$ cat config.mk
export PLATFORM = sky130hd
export DESIGN_NAME = hebp_packer
export DESIGN_NICKNAME = d
export VERILOG_FILES = /design/src/rtl/hebp_pkg.sv /design/src/rtl/hebp_packer.sv
export SDC_FILE = /design/constraint.sdc
export NUM_CORES = 1
export LEC_CHECK = 0
export BUFFER_PORTS_ARGS = -buffer_cell sky130_fd_sc_hd__clkbuf_2
export CAP_MARGIN = 0
export CORE_ASPECT_RATIO = 2
export CORE_MARGIN = 5
export CORE_UTILIZATION = 41
export CTS_CLUSTER_SIZE = 30
export DETAILED_ROUTE_END_ITERATION = 8
export PLACE_DENSITY = 0.61
export SLEW_MARGIN = 20
export SYNTH_ARGS = -nofsm -noshare
export SYNTH_HDL_FRONTEND = slang
export SYNTH_SLANG_ARGS = --single-unit
$ cat constraint.sdc
create_clock -name clk -period 5.8 [get_ports clk]
set_clock_uncertainty 0.1 [all_clocks]
set_input_delay 1.16 -clock clk [delete_from_list [all_inputs] [get_ports clk]]
set_output_delay 1.16 -clock clk [all_outputs]
set_load 0.01 [all_outputs]
$ cat src/rtl/hebp_pkg.sv
// Package for the Huffman encoder bit packer.
// Holds item and byte-bundle types, function codes and fixed widths.
// No dependencies.
`default_nettype none

package hebp_pkg;

  localparam int WORD_W     = 32;
  localparam int LEN_W      = 6;
  localparam int BYTE_W     = 8;
  localparam int PEND_W     = 7;
  localparam int CNT_W      = 3;
  localparam int MAX_BYTES  = 4;
  localparam int NBYTE_W    = 3;
  localparam int VBITS_W    = 4;
  localparam int SYMBOL_W   = 8;

  localparam logic [1:0] FUNC_LOAD   = 2'd0;
  localparam logic [1:0] FUNC_ENCODE = 2'd1;
  localparam logic [1:0] FUNC_FLUSH  = 2'd2;

  typedef struct packed {
    logic [1:0]          func;
    logic [SYMBOL_W-1:0] symbol;
    logic [WORD_W-1:0]   code_bits;
    logic [LEN_W-1:0]    code_len;
  } in_item_t;

  typedef struct packed {
    logic [BYTE_W-1:0]  out_byte;
    logic               last;
    logic               padded_final;
    logic [VBITS_W-1:0] valid_bits;
  } out_item_t;

  // Up to four finished bytes made by one item, earliest in slot 0.
  typedef struct packed {
    logic [MAX_BYTES-1:0][BYTE_W-1:0] bytes;
    logic [NBYTE_W-1:0]               count;
    logic                             pad;
    logic [VBITS_W-1:0]               pad_bits;
  } bundle_t;

endpackage

`default_nettype wire

$ cat src/rtl/hebp_packer.sv
// Lookup stage and bit accumulator: merges a code into pending bits and
// cuts finished bytes into a bundle. Uses hebp_pkg.
`default_nettype none

module hebp_packer (
  input  wire logic                         clk,
  input  wire logic                         rst,
  input  wire logic                         acc,
  input  wire logic [1:0]                   acc_func,
  input  wire logic                         acc_inr,
  input  wire logic [hebp_pkg::WORD_W-1:0]  rd_word,
  input  wire logic [hebp_pkg::LEN_W-1:0]   rd_len,
  input  wire logic                         push_ready,
  output logic                              ready,
  output logic                              push_valid,
  output hebp_pkg::bundle_t                 push_bundle
);

  localparam int WIN_W = hebp_pkg::WORD_W + hebp_pkg::PEND_W;
  localparam int LA_W  = WIN_W + 1;

  logic                           s1_valid;
  logic [1:0]                     s1_func;
  logic                           s1_inr;
  logic [hebp_pkg::PEND_W-1:0]    pend;
  logic [hebp_pkg::CNT_W-1:0]     pend_cnt;
  logic [hebp_pkg::PEND_W-1:0]    pend_next;
  logic [hebp_pkg::CNT_W-1:0]     pend_cnt_next;

  logic                           is_enc;
  logic                           is_flush;
  logic [hebp_pkg::LEN_W-1:0]     len;
  logic [hebp_pkg::WORD_W-1:0]    code_m;
  logic [WIN_W-1:0]               win;
  logic [hebp_pkg::LEN_W-1:0]     total;
  logic [LA_W-1:0]                la;
  logic [hebp_pkg::NBYTE_W-1:0]   nbytes;
  logic [hebp_pkg::CNT_W-1:0]     rem;
  logic [hebp_pkg::BYTE_W-1:0]    flush_byte;
  logic                           advance;

  assign is_enc   = (s1_func == hebp_pkg::FUNC_ENCODE);
  assign is_flush = (s1_func == hebp_pkg::FUNC_FLUSH);
  assign len      = (is_enc && s1_inr) ? rd_len : '0;

  // Barrel-shift pending bits up by the code length and drop the code in below.
  assign code_m = rd_word & ~({hebp_pkg::WORD_W{1'b1}} << len);
  assign win    = (WIN_W'(pend) << len) | WIN_W'(code_m);
  assign total  = hebp_pkg::LEN_W'(pend_cnt) + len;
  assign la     = {1'b0, win} << (hebp_pkg::LEN_W'(LA_W) - total);
  assign nbytes = total[hebp_pkg::LEN_W-1:hebp_pkg::CNT_W];
  assign rem    = total[hebp_pkg::CNT_W-1:0];

  assign flush_byte = hebp_pkg::BYTE_W'({1'b0, pend} <<
                      (4'(hebp_pkg::BYTE_W) - {1'b0, pend_cnt}));

  always_comb begin
    push_bundle = '0;
    push_valid  = 1'b0;
    if (s1_valid && is_enc && nbytes != '0) begin
      push_valid = 1'b1;
      for (int k = 0; k < hebp_pkg::MAX_BYTES; k++) begin
        push_bundle.bytes[k] = la[LA_W-1-hebp_pkg::BYTE_W*k -: hebp_pkg::BYTE_W];
      end
      push_bundle.count = nbytes;
    end else if (s1_valid && is_flush && pend_cnt != '0) begin
      push_valid             = 1'b1;
      push_bundle.bytes[0]   = flush_byte;
      push_bundle.count      = hebp_pkg::NBYTE_W'(1);
      push_bundle.pad        = 1'b1;
      push_bundle.pad_bits   = {1'b0, pend_cnt};
    end
  end

  always_comb begin
    pend_next     = pend;
    pend_cnt_next = pend_cnt;
    if (is_enc) begin
      pend_next     = win[hebp_pkg::PEND_W-1:0] & ~({hebp_pkg::PEND_W{1'b1}} << rem);
      pend_cnt_next = rem;
    end else if (is_flush) begin
      pend_next     = '0;
      pend_cnt_next = '0;
    end
  end

  assign advance = s1_valid && (!push_valid || push_ready);
  assign ready   = !s1_valid || advance;

  always_ff @(posedge clk) begin
    if (rst) begin
      s1_valid <= 1'b0;
      pend     <= '0;
      pend_cnt <= '0;
    end else begin
      if (advance) begin
        pend     <= pend_next;
        pend_cnt <= pend_cnt_next;
      end
      if (ready) begin
        s1_valid <= acc;
      end
    end
  end

  always_ff @(posedge clk) begin
    if (acc) begin
      s1_func <= acc_func;
      s1_inr  <= acc_inr;
    end
  end

`ifndef NO_ASSERTIONS
  a_flush_empties: assert property (@(posedge clk) disable iff (rst)
    (advance && is_flush) |=> (pend_cnt == '0))
    else $error("flush left pending bits");

  a_stall_holds: assert property (@(posedge clk) disable iff (rst)
    (s1_valid && !advance) |=> (s1_valid && $stable(s1_func) && $stable(pend_cnt)))
    else $error("stalled stage changed");

  a_bundle_size: assert property (@(posedge clk) disable iff (rst)
    push_valid |-> (push_bundle.count != '0 &&
                    push_bundle.count <= hebp_pkg::NBYTE_W'(hebp_pkg::MAX_BYTES)))
    else $error("bundle byte count out of range");
`endif

endmodule

`default_nettype wire

* After elaboration in Yosys (flattened, before gate mapping)
Index checks and enable logic that the tools add are counted.
** Storage, ports and cells
- Flip-flop bits (word level) :: 14
** Operators by class
- Add/sub/neg operators :: 3
- Equality and inequality tests :: 2
- Shift-type cells :: 5
- Mux-type cells :: 11
- Bitwise logic cells :: 5
- Reduce and logical (&&, ||, !) cells :: 14
** Operators with widths (count)
- $shl A39 B6 Y40 :: 1
- $or A39 B32 Y39 :: 1
- $shl A7 B6 Y39 :: 1
- $and A32 B32 Y32 :: 1
- $not A32 Y32 :: 1
- $shl A32 B6 Y32 const A :: 1
- $mux W24 :: 1
- $mux W16 :: 1
- $mux W7 :: 2
- $mux W11 :: 1
- $shl A7 B4 Y8 :: 1
- $and A7 B7 Y7 :: 1
- $not A7 Y7 :: 1
- $shl A7 B3 Y7 const A :: 1
- $add A3 B6 Y6 :: 1
- $logic_and A1 B1 Y1 :: 6
- $mux W3 :: 2
- $mux W6 :: 1
- $reduce_bool A3 Y1 :: 2
- $sub A6 B6 Y6 const A :: 1
- $mux W5 :: 1
- $sub A4 B3 Y4 const A :: 1
- $eq A2 B1 Y1 const B :: 1
- $eq A2 B2 Y1 const B :: 1
- 5 further kinds :: 8

* Depth between registers and ports, before layout
- Depth after elaboration :: 11
- Gate-level depth with buffers :: 19

* Least setup slack after synthesis
OpenSTA, ideal clock, no wires.
- Path kind :: input port to output port
- Start point :: input rd_len[0] in the netlist's numbering
- End point :: output push_bundle[22] in the netlist's numbering
- Data arrival time :: 4606 ps
- Required time :: 4540 ps
- Slack :: -66 ps
- Stages :: 17
- Buffers on the path :: 6
- Cells stage by stage :: and3_1 -> clkbuf_1 -> xnor2_1 -> inv_2 -> clkbuf_1 -> clkbuf_1 -> ha_1 -> inv_1 -> ha_1 -> clkbuf_1 -> inv_2 -> clkbuf_1 -> clkbuf_1 -> nand3_1 -> a311oi_1 -> a21oi_1 -> o22ai_1
** RTL lines
- start: declaration :: line hebp_packer.sv:12 : input wire logic [hebp_pkg::LEN_W-1:0] rd_len,
- end: declaration :: line hebp_packer.sv:16 : output hebp_pkg::bundle_t push_bundle

==> impl_metrics.env <==
export IMPL_place_area_um2=6760
export IMPL_status="completed"
export IMPL_postCtsHoldBufs=0
export IMPL_fp_row_count=60
export IMPL_drv_slew=0
export IMPL_drc=0
export IMPL_startpoint_type="input pin"
export IMPL_end_kind="primary output"
export IMPL_slowest_delay_ns=0.46
export IMPL_reg2reg_slack_ns=1.72
export IMPL_post_route_period_util=0.982
export IMPL_clockBufferDepth=2
export IMPL_worstPathRequired_ns=4.54
export IMPL_grt_max_degree=50
export IMPL_async_reset_ff_frac=0
export IMPL_start_util=0.419
export IMPL_post_drt_wl_per_cell_um=27.6
export IMPL_grt_pass1_vias=7581
export IMPL_grt_pass1_wl_um=45300
export IMPL_ys_seq_area_frac=0.0547
export IMPL_viasPerCell=7.25
export IMPL_r2r_end="pend[0]$_SDFFE_PP0P_"
export IMPL_syn_avg_cell_area_um2=6.75
export IMPL_gp_congestion=1.00
export IMPL_hold_path_class="flip-flop to flip-flop"
export IMPL_dominantRegCellSynth="dfxtp_1"
export IMPL_portBuffers=85
export IMPL_post_cts_buffers=0
export IMPL_max_freq_mhz=176
export IMPL_grt_ovfl_total=0
export IMPL_arrival_ns=4.43
export IMPL_whs_ns=0.458
export IMPL_antenna_found_initial=0
export IMPL_dp_slack_ns=0.0561
export IMPL_cp_slowest_cell="a222oi_1"
export IMPL_place_inst=1097
export IMPL_hold_path_depth=2
export IMPL_stdcell_count=1101
export IMPL_power_density_nw_per_um2=117
export IMPL_cp_startpoint="rd_len[1]"
export IMPL_critPathTopFamily="compound AO/OA/AOI/OAI gates"
export IMPL_ir_drop_uv=171
export IMPL_setup_ws_ns=0.106
export IMPL_wl_met1_um=10500
export IMPL_total_power_mw=0.804
export IMPL_first_pass_iters=5
export IMPL_synth_area_leaders="mux2i_1 6.2%, mux4_2 6.0%, nand3_1 5.6%"
export IMPL_yosys_cell_types_count=87
export IMPL_syn2layout_area_growth_pct=21.4
export IMPL_met3WireLength_um=1770
export IMPL_yosysWarningCount=0
export IMPL_ctsHtreeMaxLevel=1
export IMPL_r2r_cells=12
export IMPL_n_antenna_cell=0
export IMPL_synth_top_area_frac=0.0618
export IMPL_relSlewSlack=0.474
export IMPL_wl_met2_um=15000
export IMPL_vias=7978
export IMPL_synth_edff_count=3
export IMPL_rr_startpoint="s1_func[0]$_DFFE_PP_"
export IMPL_setup_viol=0
export IMPL_worstPathMaxFanout=12
export IMPL_dieArea_um2=16400
export IMPL_final_nets=1001
export IMPL_ys_seq_elements=14
export IMPL_drive_gt1_frac=0.249
export IMPL_ant_nets=0
export IMPL_timing_final_crit_period_ns=5.69
export IMPL_max_cap_violations=0
export IMPL_leakage_nw=2.60
export IMPL_worstMarginPinSlew_ns=0.769
export IMPL_path_clk_slew_ns=0.04
export IMPL_synth_area_leader_cell="mux2i_1"
export IMPL_core_area_um2=13500
export IMPL_pin_count=87
export IMPL_drt_iter0_drc=898
export IMPL_clock_sink_count=14
export IMPL_design_area_um2=6880
export IMPL_clock_tree_root_cell="clkbuf_16"
export IMPL_path_class="input pin to primary output"
export IMPL_crit_end="push_bundle[10]"
export IMPL_ctsResizeCount=0
export IMPL_cts_tree="built"
export IMPL_clkLatencyLatePin_ns=0.24
export IMPL_nFillCells=1437
export IMPL_synth_nets=894
export IMPL_routed_wirelength_um=30400
export IMPL_path_cells="clkbuf_2 -> and3_1 -> xnor2_1 -> ha_1 -> a41oi_1 -> xnor3_1 -> ha_2 -> inv_4 -> a221oi_1 -> a31oi_1 -> buf_4 -> a222oi_1 -> buf_4 -> nand2_1 -> o221ai_1 -> clkbuf_2"
export IMPL_top_layer="met4"
export IMPL_hold_viol=0
export IMPL_cts_buffers=3
export IMPL_die_h_um=176
export IMPL_grtUsageTotal=0.360
export IMPL_synthCells=840
export IMPL_fin_util=0.509
export IMPL_path_buf_inv=5
export IMPL_fin_tns_setup_ns=0
export IMPL_critical_path_depth=16
export IMPL_mappedNetlistArea_um2=5670
export IMPL_die_w_um=93.1
export IMPL_grt_setup_unrepaired="yes"
export IMPL_dp_final_hpwl_um=24800
-- kinds of logic (layout without fill, tap and decap cells) --
group	Yosys count	in the layout	share of synthesized area
buffers and inverters	108	214	0.0786
other	1	1	0.000662
adders and majority gates	9	9	0.0199
muxes	56	56	0.133
DFF	14	14	0.0547
and+or+nand+nor	314	314	0.283
xor gates and xnor gates	7	7	0.0132
AOI/OAI and AO/OA	331	331	0.416
-- layer usage --
| metal | global-route usage | up-vias |
|---|---|---|
| li1 | - | 3576 |
| met1 | 0.382 | 3755 |
| met2 | 0.627 | 495 |
| met3 | 0.0337 | 152 |
| met4 | 0.303 | 0 |
| met5 | 0 | - |
-- Yosys cell counts (20+ instances only) --
master,count
buf_2,25
inv_1,21
nor2_1,67
a21oi_1,61
a211oi_1,27
mux2i_1,35
a22oi_1,27
o21ai_0,28
nand3_1,63
clkbuf_1,49
a32oi_1,26
a31oi_1,33
nor3_1,26
o211ai_1,20
nand2_1,67
-- power by group --
part	leakage (nW)	internal (mW)	total (mW)	switching [mW]
Clock	0.0442	0.104	0.142	0.0378
Sequential	0.118	0.102	0.105	0.00267
Combinational	2.44	0.204	0.557	0.353
Total	2.60	0.411	0.804	0.394
-- how the worst min path moves through the flow --
| stage | start | slack (ns) | end |
|---|---|---|---|
| CTS | pend[2]$_SDFFE_PP0P_ | 0.45 | pend[2]$_SDFFE_PP0P_ |
| global placement | pend[2]$_SDFFE_PP0P_ | 0.44 | pend[2]$_SDFFE_PP0P_ |
| floorplan | pend[3]$_SDFFE_PP0P_ | 0.37 | pend[3]$_SDFFE_PP0P_ |
| global route | pend[2]$_SDFFE_PP0P_ | 0.49 | pend[2]$_SDFFE_PP0P_ |
| detailed placement | pend[2]$_SDFFE_PP0P_ | 0.45 | pend[2]$_SDFFE_PP0P_ |
| finish | pend[2]$_SDFFE_PP0P_ | 0.46 | pend[2]$_SDFFE_PP0P_ |
-- sequential cells by signal, indices dropped and copies added, names as in the netlist --
name      cells
s1_inr        1
pend_cnt      3
s1_func       2
s1_valid      1
pend          7
-- cell usage in the layout (no fill, tap or decap), types with 27 or more instances in the layout --
master     n
a211oi_1  27
a21oi_1   61
a22oi_1   27
a31oi_1   33
buf_4     94
clkbuf_2  85
mux2i_1   35
nand2_1   67
nand3_1   63
nor2_1    67
o21ai_0   28
-- final cells by class --
type	instances	area, um2	area share
clock buffers	4	88.8	0.0129
inverters	25	96.3	0.0140
multi-input cells	718	4960	0.721
flip-flops and latches	14	310	0.0451
well taps	155	194	0.0282
repair buffers	185	1230	0.179
-- worst min-delay path, delay by kind of cell, from the launching register on --
family	cells	cell delay, ns
and+or+nand+nor	1	0.08
DFF	1	0.37
AOI/OAI and AO/OA	1	0.05
Note: power is estimated with default switching activity, not from simulation.
