==> config.mk <==
export PLATFORM = sky130hd
export DESIGN_NAME = hebp_out_queue
export DESIGN_NICKNAME = d
export VERILOG_FILES = /design/src/rtl/hebp_pkg.sv /design/src/rtl/hebp_out_queue.sv
export SDC_FILE = /design/constraint.sdc
export NUM_CORES = 1
export LEC_CHECK = 0
export BUFFER_PORTS_ARGS = -buffer_cell sky130_fd_sc_hd__buf_2
export CAP_MARGIN = 20
export CORE_MARGIN = 4
export CORE_UTILIZATION = 44
export DETAILED_ROUTE_END_ITERATION = 10
export PLACE_DENSITY = 0.75
export SYNTH_ARGS = -nofsm -noshare
export SYNTH_HDL_FRONTEND = slang
export SYNTH_SLANG_ARGS = --single-unit
==> constraint.sdc <==
create_clock -name clk -period 2.5 [get_ports clk]
set_input_delay 0.75 -clock clk [delete_from_list [all_inputs] [get_ports clk]]
set_output_delay 0.75 -clock clk [all_outputs]
set_load 0.01 [all_outputs]
==> src/rtl/hebp_pkg.sv <==
// Package for the Huffman encoder bit packer.
// Holds item and byte-bundle types, function codes and fixed widths.
// No dependencies.
`default_nettype none

package hebp_pkg;

  localparam int WORD_W     = 32;
  localparam int LEN_W      = 6;
  localparam int BYTE_W     = 8;
  localparam int PEND_W     = 7;
  localparam int CNT_W      = 3;
  localparam int MAX_BYTES  = 4;
  localparam int NBYTE_W    = 3;
  localparam int VBITS_W    = 4;
  localparam int SYMBOL_W   = 8;

  localparam logic [1:0] FUNC_LOAD   = 2'd0;
  localparam logic [1:0] FUNC_ENCODE = 2'd1;
  localparam logic [1:0] FUNC_FLUSH  = 2'd2;

  typedef struct packed {
    logic [1:0]          func;
    logic [SYMBOL_W-1:0] symbol;
    logic [WORD_W-1:0]   code_bits;
    logic [LEN_W-1:0]    code_len;
  } in_item_t;

  typedef struct packed {
    logic [BYTE_W-1:0]  out_byte;
    logic               last;
    logic               padded_final;
    logic [VBITS_W-1:0] valid_bits;
  } out_item_t;

  // Up to four finished bytes made by one item, earliest in slot 0.
  typedef struct packed {
    logic [MAX_BYTES-1:0][BYTE_W-1:0] bytes;
    logic [NBYTE_W-1:0]               count;
    logic                             pad;
    logic [VBITS_W-1:0]               pad_bits;
  } bundle_t;

endpackage

`default_nettype wire

==> src/rtl/hebp_out_queue.sv <==
// Output slot: holds one byte bundle and hands its bytes out one per
// transfer, marking the last one. Uses hebp_pkg.
`default_nettype none

module hebp_out_queue (
  input  wire logic          clk,
  input  wire logic          rst,
  input  wire logic          push_valid,
  input  wire hebp_pkg::bundle_t push_bundle,
  output logic               push_ready,
  output logic               result_valid,
  input  wire logic          result_ready,
  output hebp_pkg::out_item_t result
);

  logic                          full;
  logic [1:0]                    idx;
  hebp_pkg::bundle_t             slot;
  logic                          at_last;
  logic                          fire;

  assign at_last      = ({1'b0, idx} == slot.count - hebp_pkg::NBYTE_W'(1));
  assign fire         = full && result_ready;
  assign push_ready   = !full || (fire && at_last);
  assign result_valid = full;

  always_comb begin
    result.out_byte     = slot.bytes[idx];
    result.last         = at_last;
    result.padded_final = slot.pad;
    result.valid_bits   = slot.pad ? slot.pad_bits : hebp_pkg::VBITS_W'(hebp_pkg::BYTE_W);
  end

  always_ff @(posedge clk) begin
    if (rst) begin
      full <= 1'b0;
      idx  <= '0;
    end else if (push_valid && push_ready) begin
      full <= 1'b1;
      idx  <= '0;
    end else if (fire) begin
      if (at_last) begin
        full <= 1'b0;
        idx  <= '0;
      end else begin
        idx <= idx + 2'd1;
      end
    end
  end

  always_ff @(posedge clk) begin
    if (push_valid && push_ready) begin
      slot <= push_bundle;
    end
  end

`ifndef NO_ASSERTIONS
  a_idx_in_range: assert property (@(posedge clk) disable iff (rst)
    full |-> ({1'b0, idx} < slot.count))
    else $error("byte index past bundle end");

  a_hold_until_drained: assert property (@(posedge clk) disable iff (rst)
    (full && !(fire && at_last)) |=> full)
    else $error("bundle dropped before last byte");

  a_pad_single: assert property (@(posedge clk) disable iff (rst)
    (full && slot.pad) |-> (result.last && result.valid_bits != '0 &&
                            result.valid_bits < hebp_pkg::VBITS_W'(hebp_pkg::BYTE_W)))
    else $error("padded byte not a lone partial byte");
`endif

endmodule

`default_nettype wire

# == Word-level counts from Yosys, hierarchy flattened ==
# Cells that the tools add are included.
# word_totals
ff_bits,43
in_bits,44
out_inout_bits,16
elab_cells,29
# op_classes
addsub,2
order_cmp,1
eq_ne,1
muxes,7
n_reduce_logical,9
# ops
cell,n
$bmux W8 S2,1
$mux W8,1
$mux W4,1
$reduce_bool A2 Y1,2
$eq A2 B3 Y1,1
$logic_and A1 B1 Y1,3
$lt A2 B3 Y1 const B,1
$mux W1,3
$sub A3 B1 Y3 const B,1
$add A2 B1 Y2 const B,1
$mux W2,1
$reduce_and A2 Y1,1
$reduce_or A2 Y1,1
$logic_not A1 Y1,1
$logic_or A1 B1 Y1,1

# == Depth between registers and ports, before layout ==
# Gate-level depths: netlist of the first run.
# logic_depth
depth_word,7
mapped_depth,5
mapped_depth_nobuf,5

# == Worst setup path after synthesis of the first run ==
# Ideal clock, no wire load.
# synth_timing
path_type,flip-flop to flip-flop
start,reg slot[5] (netlist name)
end,"reg slot, in the netlist result[4], enable pin"
setup_ns,0.401
arrival_ns,2.325
required_ns,2.099
slack_ns,-0.226
stages_incl_launch_ff,6
path_buffers,0
period_less_slack_ns,2.726
cell_sequence,edfxtp_1 > inv_1 > ha_1 > xnor2_1 > o41ai_4 > and2_1
# synth_via
elab_chain_len,5
# synth_rtl
item,line,text
start: declaration,hebp_out_queue.sv:18,hebp_pkg::bundle_t slot;
start signal: assignment,hebp_out_queue.sv:53,slot <= push_bundle;
$sub A3 B1 Y3,hebp_out_queue.sv:22,"assign at_last = ({1'b0, idx} == slot.count - hebp_pkg::NBYTE_W'(1));"
$eq A2 B3 Y1,hebp_out_queue.sv:22,
$logic_and A1 B1 Y1,hebp_out_queue.sv:24,assign push_ready = !full || (fire && at_last);
$logic_or A1 B1 Y1,hebp_out_queue.sv:24,
via push_ready,hebp_out_queue.sv:10,"output logic push_ready,"
$logic_and A1 B1 Y1,hebp_out_queue.sv:52,if (push_valid && push_ready) begin
# The timed path passes the listed nets, and every way through them passes these cells.
# A chain may end at the register's enable or synchronous reset.

# == Worst setup path in the final report of the first run ==
# layout_timing
start,reg slot[5] (netlist name)
end,out push_ready
# layout_via
elab_chain_len,4
# layout_rtl
item,line
$sub A3 B1 Y3,hebp_out_queue.sv:22
$eq A2 B3 Y1,hebp_out_queue.sv:22
$logic_and A1 B1 Y1,hebp_out_queue.sv:24
$logic_or A1 B1 Y1,hebp_out_queue.sv:24
end: declaration,hebp_out_queue.sv:10
# Every way passes these cells.

==> results of run 1 <==
## cells in the mapped netlist, drive strengths merged
cell and count:
a21oi 2, a31oi 2, and2 4, buf 4, clkbuf 1, dfxtp 3, edfxtp 40, ha 1
inv 4, mux4 8, nand2 1, nand2b 2, nor2 1, nor3 1, nor4 2, nor4b 1
o21ai 2, o41ai 2, xnor2 2, xor2 1
## critical path, cell delays in order, from the launching register on
cell      delay [ps]
edfxtp_1         410
inv_2             90
ha_4             210
xnor2_4          160
o41ai_4          380
buf_2            190
## per-layer routing
metal	up-vias	GRT usage (%)	share of wire [%]
met3	4	5.22	8.3
met2	41	21.8	53
met5	-	0	0
met1	469	15.0	37
li1	463	-	-
met4	0	4.47	1.3
## through the flow
step	utilization [%]	hold slack, ps
detailed placement	55.4	603
global route	59.1	607
floorplan	-	598
finish	59.1	610
global placement	55.4	582
CTS	58.6	614
## state kept, by name, summed over array words and instances, names as in the netlist
signal / flops
idx: 2
result_valid: 1
slot: 39
result: 1
## area by class of cell
cell class	count	area (um^2)
tap	48	60.1
timing repair buffer	65	340
clock buffer	5	68.8
sequential	43	1260
clock inverter	3	20.0
inverter	4	15.0
fill	293	1500
multi-input combinational	32	399
## logic make-up after synthesis
| logic type | Yosys count | share of synthesized area (%) |
|---|---|---|
| AND/OR/NAND/NOR | 12 | 4.25 |
| AO/OA/AOI/OAI | 8 | 4.10 |
| XOR/XNOR | 3 | 2.01 |
| buffers and inverters | 9 | 2.98 |
| flip-flops | 43 | 75.2 |
| multiplexers | 8 | 10.7 |
| adder cells (fa/ha/maj) | 1 | 0.746 |
## layout by cell type (no fill, tap or decap), types with 2 or more instances in the layout
cell / instances
a21oi_1: 2
a31oi_1: 2
and2_1: 3
buf_2: 59
buf_4: 6
clkbuf_8: 5
clkinvlp_4: 2
dfxtp_1: 3
edfxtp_1: 40
inv_1: 2
inv_2: 2
mux4_2: 8
nand2b_1: 2
nor4_1: 2
o21ai_0: 2
## power by group through the flow
| stage | sequential (mW) | clock [mW] | combinational [mW] |
|---|---|---|---|
| after floorplan | 0.864 | 0 | 0.0827 |
| after global placement | 0.865 | 0 | 0.144 |
| after detailed placement | 0.869 | 0 | 0.148 |
| after CTS | 0.852 | 0.439 | 0.155 |
| after global routing | 0.855 | 0.476 | 0.176 |
| final | 0.851 | 0.421 | 0.160 |
## final timing paths
check	to	slack [ps]
worst max-delay path	push_ready	20
worst min-delay path	idx[0]	610
worst max register to register	slot[9]	350
worst min register to register	idx[0]	610
## timing repair
item	in CTS	in global routing
endpoints found under the setup margin	1	1
hold endpoints to repair	0	0
gates resized for setup	2	3
setup buffers	1	1
pin swaps	0	3
==> results.md, run 1 <==
- Max Freq: around 400 MHz
- Design Area, Final: around 2200 um^2
- Arr. time, crit path: about 1700 ps
- Initial core utilization: 45.8%
- First DRT Iteration DRCs: between 50 and 60
- Die height: 69.8 um
- Vias per cell: 4.89
- P per Cell Area: about 660 nW/um^2
- Detailed Route WL: ~3000 um
- CP Capture Type: output port
- Slew of the pin with the lowest slew margin: 445 ps
- Area leader, netlist: edfxtp_1
- Antenna diodes: 0
- DPL Wire Length: 2240 um
- Initial antenna violation count: 0
- Internal power: roughly 1.1 mW
- Outcome: finished clean
- Number of port buffers: slightly below 60
- CP startpoint: slot[5]
- Total CTS buffers: 5
- Largest net degree at the start of global routing: 22
- Part of the power in the clock network: between 20% and 30%
- Clock Sink Count: 43
- Yosys top cell area share: 71.6%
- Die width: about 70 um
- Dpl cells: 190
- Worst-path fanout max: 3
- Startpoint types: flop
- NetSw: roughly 320 uW
- Iteration count of the initial detailed-routing pass: 4
- Fin cells: 200
- #FFs+latches synth: 43
- R2R cell count: 7
- Lkg Pwr: approximately 0.84 nW
- Sequential Power Share: roughly three fifths
- Critical R2R Launch: slot[5]
- Clock-pin slew on the worst setup and hold paths: ~80 ps
- Syn avg cell area: 20.0 um^2
- Setup Skew: 6.61 ps
- RSZ-0062 raised after global routing: yes
- Min cycle time layout: 2480 ps
- Combinational Power Share: between 10% and 20%
- Main area contributors after synthesis: edfxtp_1, mux4_2, dfxtp_1
- Vias: about 980
- First-pass GRT wire length: 4840 um
- HP Class: reg2reg
- H-Tree Depth: 2
- Final worst setup slack: ~22 ps
- Fin nets: 196
- Clock Latency Late Sink: between 200 and 300 ps
- Gr usage total: roughly an eighth
- Critical path class: reg2out
- TritonCTS clock tree: built
- Post-route DRC: 0
- Crit share post-route: between 90 and 100%
- Synth Cell Area: 1680 um^2
- Core area: 3660 um^2
- Final hold vios: 0
- Syn nets: roughly 130
- Area grow syn2layout: 29.0%
- Cell count after synthesis: 84
- Clk buf depth: 2
- Pre-CTS setup slack: about 200 ps
- IO Pins: 60
- Hold_buf cts: 0
- Post-DRT Antenna Nets: 0
- Sequential fraction of the synthesis area: between 70 and 80%
- Post-synth cell types: 24
- Final setup violation count: 0
- Peak supply drop: 0.000451 V
- Synth Warn #: 0
- Critical hold path startpoint: result_valid
- Tot Pwr: approximately 1.4 mW
- Setup TNS: 0 ps
- Vias in the first global route: 1023
- Fin. max-slew vios: 0
- Root buf cell: clkbuf_8
- Max-slew headroom: 70.3%
- Global placement routability congestion: ~0.73
- Fraction of layout cells with a size suffix above 1: between 50 and 60%
- WHS Path Cells: 2
- WL/cell: between 10 and 15 um
- Grt ovf: 0
- Max Cap Viol: 0
- Switch share: 22.2%
- Site Rows: 22
- Area after DPL: between 2000 and 2500 um^2
- Die area: slightly below 5000 um^2
- Critical path data required time: between 1500 and 2000 ps
(Power assumes the default switching activity.)
==> run 2, diff against run 1 <==
Settings changed: ABC_AREA set to 1, PLACE_DENSITY 0.75 to 0.74.
==> run 2 against run 1 <==
Combinational power down 14%. Power down 2.3%. Global-route usage up 0.71 points. Largest power group unchanged. Cell count up 22%. Sequential power down 0.5%. Worst setup slack better by 130 ps. Clock skew down 1.9 ps.
==> results.md, run 2 <==
- Storage element area: 1260 um^2 (unchanged)
- Initial antenna violation count: 0 (unchanged)
- Footprint of the multi-input gates: 373 um^2 (-6.6%)
- Post CTS Setup Buffer Count: 0 (-1)
- IO Pins: 60 (unchanged)
- Startpoint types: flop
- Core area: 3740 um^2 (+2.3%)
- Async set-reset flop share out of synthesis: 0% (unchanged)
- Largest regs: slot: 39 flops, idx: 2 flops
- Fraction of layout cells with a size suffix above 1: 40.5% (-17 points)
- Clock Latency Late Sink: 290 ps (about the same)
- Fin. max-slew vios: 0 (unchanged)
- Worst-path fanout max: 3 (unchanged)
- Syn avg cell area: 13.2 um^2 (-34%)
- Root buf cell: clkbuf_8
- Total CTS buffers: 5 (unchanged)
- Main area contributors after synthesis: edfxtp_1, o21ai_0, nor2_1
- TritonCTS clock tree: built
- Die height: 70.8 um (+1.5%)
- Initial core utilization: 46.4% (+0.56 points)
- #FFs+latches synth: 43 (unchanged)
- Count leader, synth: edfxtp_1
- Max stage delay on crit path: 390 ps (-20 ps)
- Fin cells: 243 (+22%)
- Hold_buf cts: 0 (unchanged)
- Post-route DRC: 0 (unchanged)
- Area leader, netlist: edfxtp_1
- RSZ-0062 raised after global routing: no
- Commonest non-fill, non-tap cell in the layout: buf_2
- Setup TNS: 0 ps (unchanged)
- Post-synth cell types: 19 (-21%)
- WL/cell: 12.9 um (-13%)
- Area grow syn2layout: 24.3%
- Max-slew headroom: 73.4% (+3.1 points)
- Cell family with most CP delay: flip-flops
- Syn nets: 177 (+37%)
- CP Capture Type: output port
- Sequential fraction of the synthesis area: 72.6% (-2.5 points)
- Max Freq: 426 MHz (+5.5%)
- Iteration count of the initial detailed-routing pass: 4 (unchanged)
- Global placement routability congestion: 0.742 (+1.1%)
- Final hold vios: 0 (unchanged)
- CP Cell Sequence: inv_1 -> ha_1 -> inv_1 -> nand2_2 -> nand2_2 -> nand4_4 -> nand2_4 -> buf_2
- Top reg by flops: slot
- Clock-pin slew on the worst setup and hold paths: 70 ps (about the same)
- Die width: 70.8 um (+1.5%)
- Most instantiated cells after synthesis: edfxtp_1, nor2_1, o21ai_0
- Post-DRT Antenna Nets: 0 (unchanged)
- Outcome: finished clean
- First DRT Iteration DRCs: 40 (-32%)
- Peak supply drop: 0.000453 V (+0.52%)
- Synth Warn #: 0 (unchanged)
- H-Tree Depth: 2 (unchanged)
- Grt ovf: 0 (unchanged)
- Number of port buffers: 59 (unchanged)
- Largest net degree at the start of global routing: 41 (+86%)
- Vias per cell: 4.64 (-5.0%)
- Clk buf depth: 2 (unchanged)
- Most frequent cells in the layout: buf_2, edfxtp_1, nor2_1
- Clock Sink Count: 43 (unchanged)
- Die area: 5020 um^2 (+3.1%)
- Critical path data required time: 1750 ps (about the same)
- Critical path class: reg2out
- P per Cell Area: 648 nW/um^2 (-2.0%)
- Gr usage total: 13.7% (+0.71 points)
- EDFF count, synth: 40 (unchanged)
- Site Rows: 22 (unchanged)
- Arr. time, crit path: 1600 ps (-130 ps)
- Fin nets: 239 (+22%)
- Top_reg_cell synth: edfxtp_1
- Final setup violation count: 0 (unchanged)
- Min cycle time layout: 2350 ps (-129 ps)
- Setup Skew: 4.72 ps (-1.88 ps)
- Antenna diodes: 0 (unchanged)
- Area after DPL: 2070 um^2 (+2.2%)
- Vias in the first global route: 1137 (+11%)
- Dpl cells: 235 (+24%)
- Cell count after synthesis: 132 (+57%)
- DPL Wire Length: 2220 um (-0.95%)
- HP Class: reg2reg
- Tot Pwr: 1.40 mW (-2.3%)
- Slowest cell on crit path: edfxtp_1
- Detailed Route WL: 3150 um (+6.3%)
- Max reg flops: 39 (unchanged)
- Design Area, Final: 2160 um^2 (-0.29%)
- Vias: 1128 (+15%)
- Worst path bufs/invs: 3 (+1)
- Synth Cell Area: 1740 um^2 (+3.5%)
- Filler cells: 329 (+12%)
- Slew of the pin with the lowest slew margin: 399 ps (-46.7 ps)
- Yosys top cell area share: 69.2% (-2.4 points)
- Max Cap Viol: 0 (unchanged)
- CTS resizes: 0 (-2)
- Lkg Pwr: 0.940 nW (+12%)
- First-pass GRT wire length: 5190 um (+7.3%)
- Crit share post-route: 94.0% (-5.2 points)
## run 2: changes by cell type in the layout (fill, tap and decap cells not counted), sizes merged, moves of 4 or more
cell,change
nand2,+19
nor2,+16
o21ai,+14
inv,+11
mux4,-8
o22ai,+8
and2,-4
buf,-4
## run 2: power breakdown
group	switching (mW)	internal, mW
clock	0.218	0.195
sequential	0.0138	0.834
combinational	0.0768	0.0615
## run 2: cell families (layout without fill, tap and decap cells)
group / count (synthesis) / after routing / share of synthesized area, %
fa+ha+maj: 1 / 1 / 0.720
buf+inv: 21 / 84 / 5.91
compound gates: 26 / 26 / 8.29
xor+xnor: 1 / 1 / 0.937
simple gates: 40 / 40 / 11.5
flops: 43 / 43 / 72.6
## run 2: worst register-to-register path: cells and delay by family, from the launching register on
kind | cells | cell delay [ps]
DFF | 1 | 390
adders and majority gates | 1 | 260
and+or+nand+nor | 5 | 390
buffers and inverters | 4 | 520
## run 2: routing by layer
layer | vias to the layer above | global-route usage (%) | routed length (um)
li1 | 581 | - | -
met1 | 498 | 16.1 | 1270
met2 | 43 | 21.5 | 1530
met3 | 6 | 7.24 | 302
met4 | 0 | 4.38 | 46
met5 | - | 0 | 0
## run 2: path summary, 6_finish.rpt
path,depth (start not counted),from,slack (ps),endpoint
max,8,slot[5],150,push_ready
min,2,result_valid,540,result_valid
max reg2reg,10,slot[5],620,slot[3]
min reg2reg,2,result_valid,540,result_valid
## run 2: final cells by class
type                    instances  share of cell area [%]
multi-input cells              68                    17.3
flip-flops and latches         43                    58.4
repair buffers                 61                    15.0
clock inverters                 2                   0.580
inverters                      15                    2.61
well taps                      48                    2.78
clock buffers                   6                    3.36
## run 2: stage by stage
| step | hold slack (ps) | utilization [%] | worst slack (ps) |
|---|---|---|---|
| detailed placement | 535 | 55.4 | 428 |
| global placement | 527 | 55.4 | 446 |
| finish | 544 | 57.7 | 151 |
| CTS | 544 | 57.7 | 134 |
| global route | 577 | 57.7 | 18.9 |
| floorplan | 569 | - | 154 |
==> run 3, diff against run 2 <==
Settings changed: CELL_PAD_IN_SITES_DETAIL_PLACEMENT set to 0, CELL_PAD_IN_SITES_GLOBAL_PLACEMENT set to 1, CORE_UTILIZATION 44 to 34, RECOVER_POWER set to 25, SLEW_MARGIN set to 20.
==> run 3 against run 2 <==
Wire length up 1.9%. Maximum frequency up 1.4%. Clock power up 21%. Core utilization down 12 points. Combinational power about the same. Via count up 0.18%. Critical endpoint unchanged. Non-clock buffer count up 1. Worst setup slack better by 31 ps. Critical path depth unchanged.
==> results.md, run 3 (synthesis gave the netlist of run 2 again) <==
- Clock-pin slew on the worst setup and hold paths: 70 ps (about the same)
- Total CTS buffers: 5 (unchanged)
- Setup TNS: 0 ps (unchanged)
- Clock Sink Count: 43 (unchanged)
- Peak supply drop: 0.000401 V (-12%)
- Root buf cell: clkbuf_8
- Critical path data required time: 1750 ps (about the same)
- Iteration count of the initial detailed-routing pass: 4 (unchanged)
- Max Cap Viol: 0 (unchanged)
- Min cycle time layout: 2320 ps (-31.4 ps)
- IO Pins: 60 (unchanged)
- First-pass GRT wire length: 5380 um (+3.7%)
- Die height: 79.5 um (+12%)
- CP Cell Sequence: inv_1 -> ha_1 -> inv_1 -> nand2_2 -> nand2_2 -> nand4_4 -> nand2_4 -> buf_2
- Fin nets: 240 (+0.42%)
- Gr usage total: 11.2% (-2.5 points)
- Crit share post-route: 92.7% (-1.3 points)
- Clock Latency Late Sink: 290 ps (about the same)
- Setup Skew: 6.92 ps (+2.20 ps)
- Initial antenna violation count: 0 (unchanged)
- Cell family with most CP delay: flip-flops
- WL/cell: 12.2 um (-5.5%)
- Max reg flops: 39 (unchanged)
- Post-DRT Antenna Nets: 0 (unchanged)
- Lkg Pwr: 0.956 nW (+1.7%)
- TritonCTS clock tree: built
- Fraction of layout cells with a size suffix above 1: 40.5% (unchanged)
- Vias in the first global route: 1207 (+6.2%)
- Commonest non-fill, non-tap cell in the layout: buf_2
- Critical R2R Launch: slot[5]
- Largest regs: slot: 39 flops, idx: 2 flops
- First DRT Iteration DRCs: 27 (-33%)
- Max-slew headroom: 78.8% (+5.4 points)
- Clk buf depth: 2 (unchanged)
- Post CTS Setup Buffer Count: 0 (unchanged)
- Die width: 79.5 um (+12%)
- Final hold vios: 0 (unchanged)
- Site Rows: 25 (+14%)
- CTS resizes: 0 (unchanged)
- Filler cells: 444 (+35%)
- CP Capture Type: output port
- Fin. max-slew vios: 0 (unchanged)
- R2r setup slk: 650 ps (+30 ps)
- Max stage delay on crit path: 380 ps (about the same)
- Worst path bufs/invs: 3 (unchanged)
- Slew of the pin with the lowest slew margin: 318 ps (-80.5 ps)
- Initial core utilization: 35.8% (-11 points)
- Antenna diodes: 0 (unchanged)
- Number of port buffers: 59 (unchanged)
- Final setup violation count: 0 (unchanged)
- Critical path class: reg2out
- Global placement routability congestion: 0.698 (-6.0%)
- RSZ-0062 raised after global routing: no
- Detailed Route WL: 3210 um (+1.9%)
- Largest net degree at the start of global routing: 41 (unchanged)
- DPL Wire Length: 2340 um (+5.6%)
- Vias: 1130 (+0.18%)
- Arr. time, crit path: 1570 ps (-30 ps)
- Startpoint types: flop
- Slowest cell on crit path: edfxtp_1
- Top reg by flops: slot
- Outcome: finished clean
- CP startpoint: slot[5]
- Vias per cell: 4.31 (-7.1%)
- Hold_buf cts: 0 (unchanged)
- Critical hold path startpoint: result_valid
- Worst Hold Slack: 540 ps (-3.93 ps)
- Area grow syn2layout: 27.1%
- Post-route DRC: 0 (unchanged)
- Most frequent cells in the layout: buf_2, edfxtp_1, nor2_1
- P per Cell Area: 673 nW/um^2 (+3.9%)
- Grt ovf: 0 (unchanged)
- Die area: 6320 um^2 (+26%)
- Core area: 4850 um^2 (+30%)
- Worst-path fanout max: 3 (unchanged)
- H-Tree Depth: 2 (unchanged)
- Max Freq: 431 MHz (+1.4%)
- HP Class: reg2reg
run 3: through the flow:
step                worst slack (ps)  cell area [um^2]  cells  util [%]  power, mW
floorplan                        154              1740    132         -      0.937
global placement                 429              2100    255      43.4       1.00
detailed placement               422              2100    255      43.4       1.00
CTS                              154              2210    262      45.5       1.51
global route                    42.3              2210    262      45.5       1.56
finish                           182              2210    262      45.5       1.49
run 3: layer usage:
layer  share of wire [%]  vias to the layer above  GRT usage (%)
met5                   0                        -              0
met4                   0                        0           3.09
met3                 7.6                        0           4.29
met2                  52                       39           19.9
met1                  41                      511           12.3
li1                    -                      580              -
run 3: area by class of cell:
cell class                      instances  area (um^2)  area share [%]
Sequential cell                        43         1260            57.1
Inverter                               15         56.3            2.55
Clock buffer                            6         72.6            3.29
Timing Repair Buffer                   62          330            15.0
Tap cell                               67         83.8            3.80
Multi-Input combinational cell         68          373            16.9
Clock inverter                          1         30.0            1.36
run 3: worst paths after layout:
| check | to | depth (start not counted) |
|---|---|---|
| max reg2reg | slot[3] | 10 |
| min | result_valid | 2 |
| max | push_ready | 8 |
| min reg2reg | result_valid | 2 |
run 3: worst register-to-register path: stages, from the launching register on:
cell      delay [ps]
edfxtp_1         380
inv_1            120
ha_1             250
inv_1             70
nand2_2           50
nand2_2           70
nand4_4          110
nand2_4           90
nand2_2           50
inv_1             90
buf_12           230
run 3: power breakdown:
group | leakage [nW] | switching [mW] | internal (mW)
sequential | 0.406 | 0.0130 | 0.834
combinational | 0.499 | 0.0771 | 0.0616
clock | 0.0513 | 0.208 | 0.292
total | 0.956 | 0.298 | 1.19
